--- config.mk ---
export PLATFORM = sky130hd
export DESIGN_NAME = swz_stats
export DESIGN_NICKNAME = d
export VERILOG_FILES = /design/src/design/swz_pkg.sv /design/src/design/swz_stats.sv
export SDC_FILE = /design/constraint.sdc
export NUM_CORES = 2
export LEC_CHECK = 0
export ABC_AREA = 1
export BUFFER_PORTS_ARGS = -buffer_cell sky130_fd_sc_hd__clkbuf_2
export CAP_MARGIN = 20
export CELL_PAD_IN_SITES_DETAIL_PLACEMENT = 0
export CELL_PAD_IN_SITES_GLOBAL_PLACEMENT = 1
export CORE_MARGIN = 1.5
export CORE_UTILIZATION = 53
export CTS_BUF_LIST = sky130_fd_sc_hd__clkbuf_16
export DETAILED_ROUTE_END_ITERATION = 7
export PLACE_DENSITY = 0.91
export RECOVER_POWER = 25
export SYNTH_ARGS = -nofsm -noshare
export SYNTH_HDL_FRONTEND = slang
export SYNTH_SLANG_ARGS = --single-unit
--- constraint.sdc ---
create_clock -name clk -period 14.55 [get_ports clk]
set_input_delay 1.455 -clock clk [delete_from_list [all_inputs] [get_ports clk]]
set_output_delay 1.455 -clock clk [all_outputs]
set_load 0.005 [all_outputs]
--- src/design/swz_pkg.sv ---
// Shared types and constants for the sliding-window z-score detector.
package swz_pkg;

  localparam int WINDOW_DEPTH_DEF = 512;
  localparam int SAMPLE_W         = 16;
  localparam int NUM_CH           = 3;

  localparam logic [7:0] THR_RESET    = 8'd9;
  localparam logic [1:0] REG_THR_ADDR = 2'd0;

  localparam logic CMD_PUSH  = 1'b0;
  localparam logic CMD_CHECK = 1'b1;

  typedef enum logic [2:0] {
    ST_IDLE,
    ST_PUSH,
    ST_CHK_SQ,
    ST_CHK_PROD,
    ST_CHK_CMP
  } state_t;

  // strobes for the check pipeline of each lane
  typedef struct packed {
    logic ld1;
    logic ld2;
    logic ld3;
  } chk_ctrl_t;

  // window statistics update
  typedef struct packed {
    logic upd;
    logic full;
  } stat_ctrl_t;

endpackage

--- src/design/swz_stats.sv ---
// Running sum and sum of squares of one channel's window.
module swz_stats #(
  parameter int WINDOW_DEPTH = swz_pkg::WINDOW_DEPTH_DEF
) (
  input  logic                                             clk,
  input  logic                                             rst_n,
  input  swz_pkg::stat_ctrl_t                              ctrl,
  input  logic signed [swz_pkg::SAMPLE_W-1:0]              x,
  input  logic signed [swz_pkg::SAMPLE_W-1:0]              old,
  output logic signed [swz_pkg::SAMPLE_W+$clog2(WINDOW_DEPTH)-1:0] s_r,
  output logic [31+$clog2(WINDOW_DEPTH)-1:0]               q_r
);

  localparam int LOG_W = $clog2(WINDOW_DEPTH);
  localparam int S_W   = swz_pkg::SAMPLE_W + LOG_W;
  localparam int Q_W   = 31 + LOG_W;

  logic signed [31:0]   xsq;
  logic signed [31:0]   oldsq;
  logic signed [S_W-1:0] s_nxt;
  logic [Q_W-1:0]        q_nxt;

  assign xsq   = 32'(x) * 32'(x);
  assign oldsq = 32'(old) * 32'(old);

  // leaving sample only counts once the window has wrapped
  always_comb begin
    s_nxt = s_r + S_W'(x);
    q_nxt = q_r + Q_W'(xsq[30:0]);
    if (ctrl.full) begin
      s_nxt = s_nxt - S_W'(old);
      q_nxt = q_nxt - Q_W'(oldsq[30:0]);
    end
  end

  always_ff @(posedge clk) begin
    if (!rst_n) begin
      s_r <= '0;
      q_r <= '0;
    end else if (ctrl.upd) begin
      s_r <= s_nxt;
      q_r <= q_nxt;
    end
  end

endmodule

==> metrics.csv <==
metric,value,unit
antenna_left,0,
die_y,230.4,um
critPathArrivalTime,10860,ps
cts-hold-fix-buffers,0,
gp_congestion,0.9471,
period_needed,10600,ps
antenna_found_initial,0,
initial_core_util,0.5351,
relSlewSlack,0.3619,
ys.flop_type,dfxtp_1,
yosys.area.top_type_share,0.3368,
area_delta_synth_final,4.672,%
slew_violations,0,
port_buffers,100,
netlist_instances,3730,
grt_max_degree,88,
finalHoldViolations,0,
worstSetupPathType,input port to flop,
syn-num-nets,4513,
critPathRequiredTime,14810,ps
setup_tns,0,ps
final_cell_mix,"inv_1 (982), nand2_1 (781), fa_1 (461), ha_1 (286), a21oi_1 (222)",
synth_top_cell_by_area,fa_1,
ys_types,50,
cts_root_buf,clkbuf_16,
worst_setup_path_end_kind,flop,
hold_path.class,flop to flop,
cts_tree,yes,
cts_inserted_buffers,9,
route.detailed.drc,0,
final_common_cell,inv_1,
ys_seq_elements,65,
num_rows,83,
cpPeakStageDelay,590,ps
core_area,51200,sq um
dp_hpwl,64.22,mm
wirelength,74.95,mm
clk_pin_slew,60,ps
track_usage,0.2978,
skew,9.894,ps
firstDrtPassIters,5,
nets,4534,
synth_edf_count,0,
post_cts_resize_count,0,
yosysSeqAreaShare,0.04750,
die_area,53070,sq um
ios,101,
via_per_inst,5.202,
num_antenna_cells,0,
cap_violations,0,
die_x,230.4,um
async_reset_ff_frac,0,
overflow,0,
drive_gt1_frac,0.04714,
yosysWarnings,0,
wl_per_cell,16.90,um
grt_first_pass_wirelength,124.5,mm
path_common_cell,nand2_1,
outcome,"complete, no violations",
synthTopCellsByArea,"fa_1 (34%), inv_1 (13%), ha_1 (13%), nand2_1 (11%), dfxtp_1 (4.7%)",
tightest_slew,957.2,ps
vias,23070,
clock_sinks,65,
finalSetupViolCount,0,
htree_levels,3,
slowest_stage,o311ai_0,
drt_iter0_drc,1574,
netlist_area,27400,sq um
insertion_delay,370,ps
cts_setup_buffers,0,
fmax,94.33,MHz
start_kind,input port,
period_share,0.7286,
cp_max_fo,35,
postSynthAreaPerCell,7.345,sq um
cts.path.max_buffers,2,
rsz0062_at_grt,false,
grt_pass1_vias,23940,
-- stage by stage --
stage,area (sq um),hold slack [ps],setup slack [ps],util,instances
3_3_place_gp,28420,479.4,3897,0.5551,4420
4_1_cts,28710,492.1,4108,0.5607,4435
2_1_floorplan,27400,478.1,4961,-,3730
6_report,28680,491.6,3949,0.5601,4435
3_5_place_dp,28420,483.6,3773,0.5551,4420
5_1_grt,28680,510.0,3284,0.5601,4435
-- state kept, by name, summed over array words and instances, names as in the netlist --
signal  count
s_r        25
q_r        40
-- Yosys cell counts, types with 12 or more instances --
cell type,count
nor2_1,171
o21ai_0,81
a21oi_1,222
o21bai_1,22
a21o_1,16
a31oi_1,20
o21ai_1,20
clkbuf_1,82
xor2_1,85
nand4_1,24
xnor2_1,73
fa_1,461
nand2_1,781
inv_1,982
ha_1,286
nor3_1,28
o211ai_1,60
nand2_2,22
nand3_1,104
dfxtp_1,65
inv_2,12
-- critical path: cells and delay by family --
family | cells | cell delay [ps]
simple gates | 11 | 1390
compound gates | 13 | 2520
fa+ha+maj | 9 | 3950
buf+inv | 10 | 1020
xor+xnor | 2 | 490
-- per-layer routing --
| layer | wire length (um) | GRT usage |
|---|---|---|
| met5 | 0 | 0 |
| met2 | 35190 | 0.5045 |
| met1 | 33090 | 0.4011 |
| met4 | 1739 | 0.06699 |
| met3 | 4940 | 0.04694 |
-- final cells by class --
cell class	instances	area, sq um
tap	680	850.8
inverter	998	3746
timing repair buffer	105	509.2
fill	5034	22520
sequential	65	1301
clock buffer	9	225.2
multi-input combinational	2572	21980
clock inverter	6	60.06
-- logic make-up after synthesis --
kind of cell	synth area share
AOI/OAI and AO/OA	0.1028
adders and majority gates	0.4675
DFF	0.04750
and+or+nand+nor	0.1817
buffers and inverters	0.1501
xor gates and xnor gates	0.05051
-- worst paths after layout --
path / startpoint / to / slack [ps] / cells after the start
max: x[15] / q_r[34] / 3950 / 45
min: s_r[11] / s_r[11] / 490 / 2
max reg2reg: s_r[0] / s_r[23] / 9960 / 25
min reg2reg: s_r[11] / s_r[11] / 490 / 2
Power is left out: the tool's default activity adds up to more than one toggle a clock period on the data nets, which glitch-free logic cannot reach.
